File: src/sv/sha1_pkg.sv
`default_nettype none

package sha1_pkg;

    typedef logic [31:0] t_word;

    // Working variables of the compression rounds.
    typedef struct packed {
        t_word a;
        t_word b;
        t_word c;
        t_word d;
        t_word e;
    } t_abcde;

    localparam int unsigned NUM_WORDS  = 5;
    localparam int unsigned NUM_ROUNDS = 80;

    localparam t_word H_INIT [0:NUM_WORDS-1] = '{
        32'h67452301, 32'hEFCDAB89, 32'h98BADCFE, 32'h10325476, 32'hC3D2E1F0
    };

    localparam t_word K_0 = 32'h5A827999;
    localparam t_word K_1 = 32'h6ED9EBA1;
    localparam t_word K_2 = 32'h8F1BBCDC;
    localparam t_word K_3 = 32'hCA62C1D6;

    localparam logic [7:0] PAD_MARK = 8'h80;
    localparam logic [5:0] LEN_POS  = 6'd56;
    localparam logic [5:0] FILL_END = 6'd63;
    localparam logic [6:0] ROUND_END = 7'd79;
    localparam logic [2:0] LAST_IDX = 3'd4;

    function automatic t_word rotl(input t_word x, input int unsigned s);
        rotl = (x << s) | (x >> (32 - s));
    endfunction

endpackage

`default_nettype wire

File: src/sv/sha1_round.sv
`default_nettype none

// One SHA-1 round: selects f and K from the round number and forms the new
// working variables.
module sha1_round
    import sha1_pkg::*;
(
    input  wire logic [6:0] i_round,
    input  wire t_word      i_w,
    input  wire t_abcde     i_vars,
    output t_abcde          o_vars
);

    t_word f;
    t_word k;
    t_word t;

    always_comb begin
        if (i_round < 7'd20) begin
            f = (i_vars.b & i_vars.c) | (~i_vars.b & i_vars.d);
            k = K_0;
        end else if (i_round < 7'd40) begin
            f = i_vars.b ^ i_vars.c ^ i_vars.d;
            k = K_1;
        end else if (i_round < 7'd60) begin
            f = (i_vars.b & i_vars.c) | (i_vars.b & i_vars.d) | (i_vars.c & i_vars.d);
            k = K_2;
        end else begin
            f = i_vars.b ^ i_vars.c ^ i_vars.d;
            k = K_3;
        end
        t = rotl(i_vars.a, 5) + f + i_vars.e + k + i_w;
        o_vars.a = t;
        o_vars.b = i_vars.a;
        o_vars.c = rotl(i_vars.b, 30);
        o_vars.d = i_vars.c;
        o_vars.e = i_vars.d;
    end

endmodule

`default_nettype wire

File: src/sv/sha1_hasher.sv
`default_nettype none
// Message bytes are taken only while the hasher is idle; every full 64-byte block
// then takes 80 rounds on the shared round unit plus one chaining add.
// End of message: the padding bytes follow, each final block is compressed the same
// way, then the five digest words leave one per cycle while m_axis_tready is high.
// Reset (synchronous, active low) loads the initial hash and clears all counts.

// Streaming SHA-1 hasher.
//
// The 64-byte block buffer is a single 512-bit shift register. Bytes shift in
// at the low end, so after 64 bytes the first message word sits in the top 32
// bits. During compression the same register acts as the 16-word message
// schedule window: each round consumes the oldest word from the top and shifts
// the newly expanded word in at the bottom. After 80 rounds the buffer holds
// schedule words that are never read again, which is harmless because the
// next block overwrites all 64 bytes before compressing.
//
// Padding is generated one byte per cycle through the same byte path: the
// marker byte, zeros until byte 56, then the 64-bit bit length taken from a
// shift register loaded when the end of message is seen. When the marker lands
// at byte 56 or later, the length does not fit; that block is closed with
// zeros and the length goes into one more block. r_tail marks the block that
// carries the length.
module sha1_hasher
    import sha1_pkg::*;
(
    input  wire logic        i_clk,
    input  wire logic        i_rst_n,
    // Input byte stream.
    input  wire logic        s_axis_tvalid,
    output logic             s_axis_tready,
    input  wire logic [7:0]  s_axis_tdata,   // [7:0] data_byte
    input  wire logic        s_axis_tuser,   // [0] has_byte
    input  wire logic        s_axis_tlast,   // end_of_message
    // Digest word stream.
    output logic             m_axis_tvalid,
    input  wire logic        m_axis_tready,
    output logic [31:0]      m_axis_tdata,   // [31:0] digest_word
    output logic [2:0]       m_axis_tuser,   // [2:0] word_index
    output logic             m_axis_tlast    // last_word
);

    typedef enum logic [2:0] {
        S_IDLE,
        S_PAD,
        S_COMP,
        S_FIN,
        S_OUT
    } t_state;

    t_state        r_state;
    logic [511:0]  r_buf;
    logic [5:0]    r_fill;
    logic [63:0]   r_len;
    logic [63:0]   r_lbits;
    logic          r_pad;
    logic          r_first;
    logic          r_tail;
    logic          r_last;
    logic [6:0]    r_round;
    logic [2:0]    r_oidx;
    t_abcde        r_work;
    t_word         r_h [0:NUM_WORDS-1];

    logic [63:0]   n_len;
    logic [7:0]    pad_byte;
    t_word         w_new;
    t_abcde        round_out;

    // Schedule window taps: word i is the i-th oldest of the sixteen.
    function automatic t_word win(input logic [511:0] b, input int unsigned i);
        win = b[511 - 32*i -: 32];
    endfunction

    assign n_len = r_len + {63'd0, s_axis_tuser};

    always_comb begin
        if (r_first) begin
            pad_byte = PAD_MARK;
        end else if (!r_tail || r_fill < LEN_POS) begin
            pad_byte = 8'h00;
        end else begin
            pad_byte = r_lbits[63:56];
        end
    end

    assign w_new = rotl(win(r_buf, 13) ^ win(r_buf, 8) ^ win(r_buf, 2) ^ win(r_buf, 0), 1);

    sha1_round u_round (
        .i_round (r_round),
        .i_w     (win(r_buf, 0)),
        .i_vars  (r_work),
        .o_vars  (round_out)
    );

    always_ff @(posedge i_clk) begin
        if (!i_rst_n) begin
            r_state <= S_IDLE;
            r_fill  <= '0;
            r_len   <= '0;
            r_pad   <= 1'b0;
            r_first <= 1'b0;
            r_tail  <= 1'b0;
            r_last  <= 1'b0;
            r_round <= '0;
            r_oidx  <= '0;
            for (int i = 0; i < NUM_WORDS; i++) begin
                r_h[i] <= H_INIT[i];
            end
        end else begin
            unique case (r_state)
                S_IDLE: begin
                    if (s_axis_tvalid) begin
                        if (s_axis_tuser) begin
                            r_buf  <= {r_buf[503:0], s_axis_tdata};
                            r_fill <= r_fill + 6'd1;
                            r_len  <= n_len;
                        end
                        if (s_axis_tlast) begin
                            r_pad   <= 1'b1;
                            r_first <= 1'b1;
                            r_tail  <= 1'b0;
                            r_last  <= 1'b0;
                            r_lbits <= {n_len[60:0], 3'b000};
                        end
                        if (s_axis_tuser && r_fill == FILL_END) begin
                            r_state <= S_COMP;
                            r_work  <= {r_h[0], r_h[1], r_h[2], r_h[3], r_h[4]};
                            r_round <= '0;
                        end else if (s_axis_tlast) begin
                            r_state <= S_PAD;
                        end
                    end
                end
                S_PAD: begin
                    r_buf  <= {r_buf[503:0], pad_byte};
                    r_fill <= r_fill + 6'd1;
                    if (r_first) begin
                        r_first <= 1'b0;
                        // The length fits behind a marker placed before byte 56.
                        if (r_fill < LEN_POS) begin
                            r_tail <= 1'b1;
                        end
                    end else if (r_tail && r_fill >= LEN_POS) begin
                        r_lbits <= {r_lbits[55:0], 8'h00};
                    end
                    if (r_fill == FILL_END) begin
                        // The length's last byte closes the final block; a block
                        // without the length is followed by one that has it.
                        r_last  <= r_tail;
                        r_tail  <= 1'b1;
                        r_state <= S_COMP;
                        r_work  <= {r_h[0], r_h[1], r_h[2], r_h[3], r_h[4]};
                        r_round <= '0;
                    end
                end
                S_COMP: begin
                    r_work  <= round_out;
                    r_buf   <= {r_buf[479:0], w_new};
                    r_round <= r_round + 7'd1;
                    if (r_round == ROUND_END) begin
                        r_state <= S_FIN;
                    end
                end
                S_FIN: begin
                    r_h[0] <= r_h[0] + r_work.a;
                    r_h[1] <= r_h[1] + r_work.b;
                    r_h[2] <= r_h[2] + r_work.c;
                    r_h[3] <= r_h[3] + r_work.d;
                    r_h[4] <= r_h[4] + r_work.e;
                    if (!r_pad) begin
                        r_state <= S_IDLE;
                    end else if (r_last) begin
                        r_state <= S_OUT;
                        r_oidx  <= '0;
                    end else begin
                        r_state <= S_PAD;
                    end
                end
                S_OUT: begin
                    if (m_axis_tready) begin
                        if (r_oidx == LAST_IDX) begin
                            // Ready for the next message.
                            for (int i = 0; i < NUM_WORDS; i++) begin
                                r_h[i] <= H_INIT[i];
                            end
                            r_len   <= '0;
                            r_fill  <= '0;
                            r_pad   <= 1'b0;
                            r_last  <= 1'b0;
                            r_state <= S_IDLE;
                        end else begin
                            r_oidx <= r_oidx + 3'd1;
                        end
                    end
                end
                default: begin
                    r_state <= S_IDLE;
                end
            endcase
        end
    end

    assign s_axis_tready = (r_state == S_IDLE);
    assign m_axis_tvalid = (r_state == S_OUT);
    assign m_axis_tdata  = r_h[r_oidx];
    assign m_axis_tuser  = r_oidx;
    assign m_axis_tlast  = (r_oidx == LAST_IDX);

endmodule

`default_nettype wire

File: config.mk
export PLATFORM = sky130hd
export DESIGN_NAME = sha1_hasher
export DESIGN_NICKNAME = d
export VERILOG_FILES = /design/src/sv/sha1_pkg.sv /design/src/sv/sha1_round.sv /design/src/sv/sha1_hasher.sv
export SDC_FILE = /design/constraint.sdc
export NUM_CORES = 2
export LEC_CHECK = 0
export BUFFER_PORTS_ARGS = -buffer_cell sky130_fd_sc_hd__buf_2
export CAP_MARGIN = 25
export CORE_ASPECT_RATIO = 0.9
export CORE_MARGIN = 5
export CORE_UTILIZATION = 40
export DETAILED_ROUTE_END_ITERATION = 16
export PLACE_DENSITY = 0.59
export SLEW_MARGIN = 20
export SYNTH_ARGS = -nofsm -noshare
export SYNTH_HDL_FRONTEND = slang
export SYNTH_SLANG_ARGS = --single-unit
File: constraint.sdc
create_clock -name i_clk -period 43.7 [get_ports i_clk]
set_input_delay 2.185 -clock i_clk [delete_from_list [all_inputs] [get_ports i_clk]]
set_output_delay 2.185 -clock i_clk [all_outputs]
set_load 0.03 [all_outputs]
== Yosys cells after proc, flatten, opt, wreduce, memory -nomap -nowiden ==
Memories as Yosys holds them, arrays and structs flattened. A register that Yosys moved wholly into a read port is not among the register bits.
Index checks and enable logic that the tools add are counted.

* Logic and storage cells: 190
* Memories kept: 1
* Bits in registers: 823
* RAM bits: 160

* Equal/unequal tests: 23
* Bitwise operators: 26
* Magnitude comparators: 5
* Reduce and logical (&&, ||, !) cells: 22
* $add $sub $neg: 13
* Multiplexer cells: 84

{| class="wikitable"
|+ Memory list
! memory !! words !! bits a word !! read ports !! clocked after Yosys merged registers in !! write ports !! line !! RTL
|-
| r_h || 5 || 32 || 6 || 1 || 5 || sha1_hasher.sv:63 || <nowiki>t_word r_h [0:NUM_WORDS-1];</nowiki>
|}

{| class="wikitable"
|+ Operators by type and width
! kind !! number
|-
| $pmux W512 S3 || 1
|-
| $mux W512 || 2
|-
| $mux W64 || 8
|-
| $mux W160 || 3
|-
| $mux W32 || 15
|-
| $pmux W160 S3 || 1
|-
| $add A32 B32 Y32 || 9
|-
| $pmux W64 S2 || 2
|-
| $xor A32 B32 Y32 || 5
|-
| $and A32 B32 Y32 || 4
|-
| $or A32 B32 Y32 || 3
|-
| $add A64 B1 Y64 || 1
|-
| $mux W3 || 15
|-
| $not A32 Y32 || 1
|-
| $or A32 B1 Y32 || 1
|-
| $or A32 B30 Y32 || 1
|-
| $or A32 B5 Y32 || 1
|-
| $mux W31 || 1
|-
| $reduce_and A5 Y1 || 6
|-
| $mux W6 || 4
|-
| $mux W7 || 3
|-
| $pmux W7 S3 || 1
|-
| $mux W1 || 19
|-
| $pmux W6 S3 || 1
|-
| other kinds (31) || 65
|}

== Longest topological paths before layout ==
* Word-level depth: 11
* Gate-level depth with buffers: 20
* Depth with buffers taken out: 18

== Hierarchy ==
From an unflattened synthesis, not the netlist that was laid out.

* Cell total of the unflattened synthesis: 4679
* Area total of the unflattened synthesis: 57428.8 um^2

{| class="wikitable"
|+ By module, submodules not included
! module !! cells an instance !! sequential area each (um^2) !! area each (um^2) !! instances
|-
| sha1_hasher || 3931 || 28557.4 || 50937.6 || 1
|-
| sha1_round || 748 || 0.0 || 6491.2 || 1
|}

== Worst setup path after synthesis ==
OpenSTA, ideal clock, no wires.

* Path kind: input to register
* From: input port i_rst_n
* To: register r_buf[0] (enable)
* Buffers on the path: 1
* Slack: 15.088 ns
* Required time: 42.137 ns
* Stages: 3
* Arrival time: 27.049 ns
* Cell sequence: clkbuf_1 nand3b_1 a21oi_1

* Longest elaborated chain between the ends: 1

{| class="wikitable"
|+ Ends and longest elaborated chain
! element !! line !! RTL
|-
| start: declaration || sha1_hasher.sv:28 || <nowiki>input wire logic i_rst_n,</nowiki>
|-
| $reduce_and A4 Y1 (no line) || -- ||
|-
| end signal: assignment || sha1_hasher.sv:115 || <nowiki>r_buf <= {r_buf[503:0], s_axis_tdata};</nowiki>
|-
| end signal: assignment || sha1_hasher.sv:136 || <nowiki>r_buf <= {r_buf[503:0], pad_byte};</nowiki>
|-
| end signal: assignment || sha1_hasher.sv:159 || <nowiki>r_buf <= {r_buf[479:0], w_new};</nowiki>
|-
| end: declaration || sha1_hasher.sv:52 || <nowiki>logic [511:0] r_buf;</nowiki>
|}

Every way passes these cells.
A chain may end at the register's enable or synchronous reset.

== Final worst setup path ==
* From: register r_round[4]
* To: register r_work[154] in the netlist's numbering (data pin)

* Longest elaborated chain between the ends: 9
* Elaborated cells on any way between the ends: 14
* Classes of those cells: 4 x add/sub; 3 x order compare; 7 x mux

{| class="wikitable"
|+ Ends and longest elaborated chain
! element !! line !! RTL
|-
| start: declaration || sha1_hasher.sv:60 || <nowiki>logic [6:0] r_round;</nowiki>
|-
| start signal: assignment || sha1_hasher.sv:160 || <nowiki>r_round <= r_round + 7'd1;</nowiki>
|-
| $lt A7 B6 Y1 || sha1_round.sv:25 || <nowiki>end else if (i_round < 7'd60) begin</nowiki>
|-
| $mux W32 || sha1_round.sv:25 ||
|-
| $mux W32 || sha1_round.sv:22 || <nowiki>end else if (i_round < 7'd40) begin</nowiki>
|-
| $mux W32 || sha1_round.sv:19 || <nowiki>if (i_round < 7'd20) begin</nowiki>
|-
| $add A32 B32 Y32 (2 in series) || sha1_round.sv:32 || <nowiki>t = rotl(i_vars.a, 5) + f + i_vars.e + k + i_w;</nowiki>
|-
| $add A32 B32 Y32 (*) (2 in series) || sha1_round.sv:32 ||
|-
| $pmux W160 S3 (*) || sha1_hasher.sv:111 || <nowiki>unique case (r_state)</nowiki>
|-
| end signal: assignment || sha1_hasher.sv:128 || <nowiki>r_work <= {r_h[0], r_h[1], r_h[2], r_h[3], r_h[4]};</nowiki>
|-
| end signal: assignment || sha1_hasher.sv:153 || <nowiki>r_work <= {r_h[0], r_h[1], r_h[2], r_h[3], r_h[4]};</nowiki>
|-
| end signal: assignment || sha1_hasher.sv:158 || <nowiki>r_work <= round_out;</nowiki>
|-
| end: declaration || sha1_hasher.sv:62 || <nowiki>t_abcde r_work;</nowiki>
|}

Every way passes the cells marked *; elsewhere a longest branch is shown, timed or not.

==> impl_metrics.json <==
{
  "outcome": "complete, no violations",
  "slew_viol_final": 0,
  "synth_area_mm2": 0.0571,
  "dr.pass1.iters": 6,
  "antenna_left": 0,
  "crit_path_end_kind": "flip-flop",
  "antenna_found_initial": 5,
  "max-slew-margin-rel_pct": 24.5,
  "path_class": "flip-flop to flip-flop",
  "port_buffers": 51,
  "synth_fa_ha_area_share_pct": 8.66,
  "rsz0062_at_grt": "false",
  "die_x_um": 408,
  "finalSetupViolations": 0,
  "drive_gt1_share_pct": 6.24,
  "dp.cells": 7634,
  "core_area_mm2": 0.142,
  "synth_edf_count": 893,
  "syn-num-nets": 6294,
  "clkLatencyLatePin_ns": 0.74,
  "path_common_cell": "o21ai_0",
  "drt-wirelength-per-cell_um": 20.0,
  "clock_skew_ns": 0.0349,
  "start_kind": "flip-flop",
  "ys_seq_area_share_pct": 50.0,
  "nNetsFinal": 6224,
  "cts_resized": 0,
  "nFillCells": 13500,
  "ctsHtreeMaxLevel": 3,
  "clkTransAtPathRegs_ns": 0.06,
  "crit_required_ns": 44.14,
  "synth_xor_area_share_pct": 4.53,
  "die_area_mm2": 0.150,
  "timing.fmax_mhz": 163,
  "max-vdd-ir-drop_v": 0.0000336,
  "timing.final.crit_period_ns": 6.13,
  "async_flop_share_pct": 0,
  "root_buffer": "clkbuf_16",
  "critPathMaxFanout": 33,
  "power_density_mw_per_mm2": 35.2,
  "fin_cells": 7836,
  "hpwl_um": 108000,
  "ys.warnings.count": 0,
  "worst_slew_pin_slew_ns": 1.13,
  "cp_slowest_cell": "nor2_1",
  "syn2layout_area_growth_pct": 9.57,
  "overflow": 0,
  "synth_cell_types": 91,
  "synth_top_family_by_area": "simple AND/OR/NAND/NOR gates",
  "viasPerCell": 5.44,
  "initial_utilization_pct": 40.2,
  "synth-simple-area-share_pct": 20.2,
  "vias": 42700,
  "min_period_over_period_pct": 14.0,
  "seq_area_mm2": 0.0286,
  "cts_setup_buffers": 0,
  "drc": 0,
  "multi_input_area_mm2": 0.0264,
  "p_leak_nw": 24.9,
  "synth_compound_area_share_pct": 10.2,
  "cap_violations": 0,
  "synth_ff_type": "edfxtp_1",
  "grt_pass1_vias": 40100,
  "grt_util_all_layers_pct": 20.2,
  "crit_arrival_ns": 6.58,
  "wirelength_um": 157000,
  "routabilityCongestion": 0.894,
  "cts_buffers": 108,
  "post_synth.cell_area_avg_um2": 9.58,
  "tritoncts": "yes",
  "holdBufCountCts": 0,
  "max_stage_delay_ns": 0.66,
  "path_cells": "o21ai_0 -> nand2_1 -> buf_4 -> inv_1 -> nor2_1 -> fa_1 -> inv_1 -> fa_1 -> inv_1 -> ha_1 -> or4_1 -> o21a_1 -> a311oi_1 -> o21ai_0 -> a21boi_0 -> o21ai_0 -> xnor2_1 -> o21ai_0",
  "hold_violations": 0,
  "hold_class": "flip-flop to flip-flop",
  "tns_ns": 0,
  "utilization_pct": 44.1,
  "rows": 131,
  "grt_pass1_wl_um": 240000,
  "grt_max_degree": 247,
  "numClockSinks": 980,
  "cts.path.max_buffers": 3,
  "diodes": 0,
  "dieHeight_um": 368,
  "synthMuxAreaShare_pct": 2.58,
  "boundaryPins": 52,
  "regToRegSetupSlack_ns": 37.57,
  "ys_seq_elements": 980,
  "drt_iter0_drc": 4240,
  "syn_inst": 5955
}
## final cells by class
type,count,area share (%)
Clock buffer,135,4.60
Clock inverter,64,0.906
Inverter,293,1.76
Multi-Input combinational cell,4403,42.2
Sequential cell,980,45.7
Tap cell,1862,3.73
Timing Repair Buffer,99,1.18
## worst max-delay path, delay by kind of cell (launching register included)
kind | cells | cell delay [ns]
adder cells (fa/ha/maj) | 3 | 1.16
XOR/XNOR | 1 | 0.23
AND/OR/NAND/NOR | 3 | 1.22
AO/OA/AOI/OAI | 7 | 1.80
buffers and inverters | 4 | 0.99
flip-flops | 1 | 0.46
## per-layer routing
layer  wire length, um  global-route usage (%)  vias to the layer above
met4              3740                    4.77                        0
met1             73800                    30.2                    20800
li1                  -                       -                    20300
met5                 0                       0                        -
met2             67700                    30.3                     1304
met3             11400                    3.99                      205
## where the power goes
group | total, mW | internal (mW) | switching [mW]
logic | 0.192 | 0.0674 | 0.124
registers | 1.10 | 1.07 | 0.0274
clock network | 0.906 | 0.508 | 0.398
total | 2.20 | 1.65 | 0.549
## stage by stage
stage	power (mW)	cell area [um2]	setup slack, ns	hold slack, ns
finish	2.20	62500	37.57	0.518
CTS	2.22	62400	37.67	0.524
global route	2.29	62500	37.26	0.541
global placement	1.31	59000	37.10	0.485
floorplan	1.29	57100	15.09	0.467
detailed placement	1.31	59000	37.07	0.507
## cells by family (layout without fill, tap and decap cells)
family                     after synthesis  after routing
buffers and inverters                  572            591
DFF                                    980            980
adders and majority gates              325            325
and+or+nand+nor                       2749           2749
xor gates and xnor gates               295            295
AOI/OAI and AO/OA                      931            931
muxes                                  103            103
## cells in the mapped netlist (33+ instances only)
| cell type | n | area [um2] |
|---|---|---|
| xnor2_1 | 213 | 1870 |
| a21oi_1 | 192 | 961 |
| nand2_1 | 2023 | 7590 |
| o21ai_0 | 337 | 1690 |
| xor2_1 | 82 | 718 |
| clkbuf_1 | 250 | 938 |
| a21o_1 | 75 | 563 |
| nand3_1 | 74 | 370 |
| edfxtp_1 | 893 | 26800 |
| dfxtp_1 | 87 | 1740 |
| fa_1 | 117 | 2340 |
| mux2_2 | 33 | 372 |
| nor2b_1 | 64 | 400 |
| ha_1 | 208 | 2600 |
| and3_1 | 57 | 357 |
| nor3_1 | 54 | 270 |
| inv_1 | 292 | 1100 |
| mux2i_1 | 38 | 380 |
| nor2_1 | 273 | 1020 |
## placed cells by master, fill, tap and decap left out, types with 53 or more instances in the layout
cell	instances
nor3_1	53
xnor2_1	213
clkbuf_16	109
nand2_1	2021
edfxtp_1	893
xor2_1	82
nor2_1	273
a21o_1	75
and3_1	56
ha_1	208
nand3_1	73
o21ai_0	337
nor2b_1	64
a21oi_1	191
inv_1	292
dfxtp_1	83
fa_1	117
## worst paths after layout
kind                      startpoint                      to  cells past startpoint
min reg2reg   r_fill[5]$_SDFFE_PN0P_  r_fill[5]$_SDFFE_PN0P_                      2
min           r_fill[5]$_SDFFE_PN0P_  r_fill[5]$_SDFFE_PN0P_                      2
max          r_round[4]$_SDFFE_PN0P_   r_work[154]$_DFFE_PP_                     18
max reg2reg  r_round[4]$_SDFFE_PN0P_   r_work[154]$_DFFE_PP_                     18
## state kept, by name, indices dropped and copies added, names as in the netlist, 3 cells and up, named ones only
name / count
r_buf: 512
r_h: 160
r_work: 160
r_lbits: 61
r_len: 61
r_round: 7
r_fill: 6
m_axis_tuser: 3
r_state: 3
No activity file was read; power rests on OpenSTA's default activity.
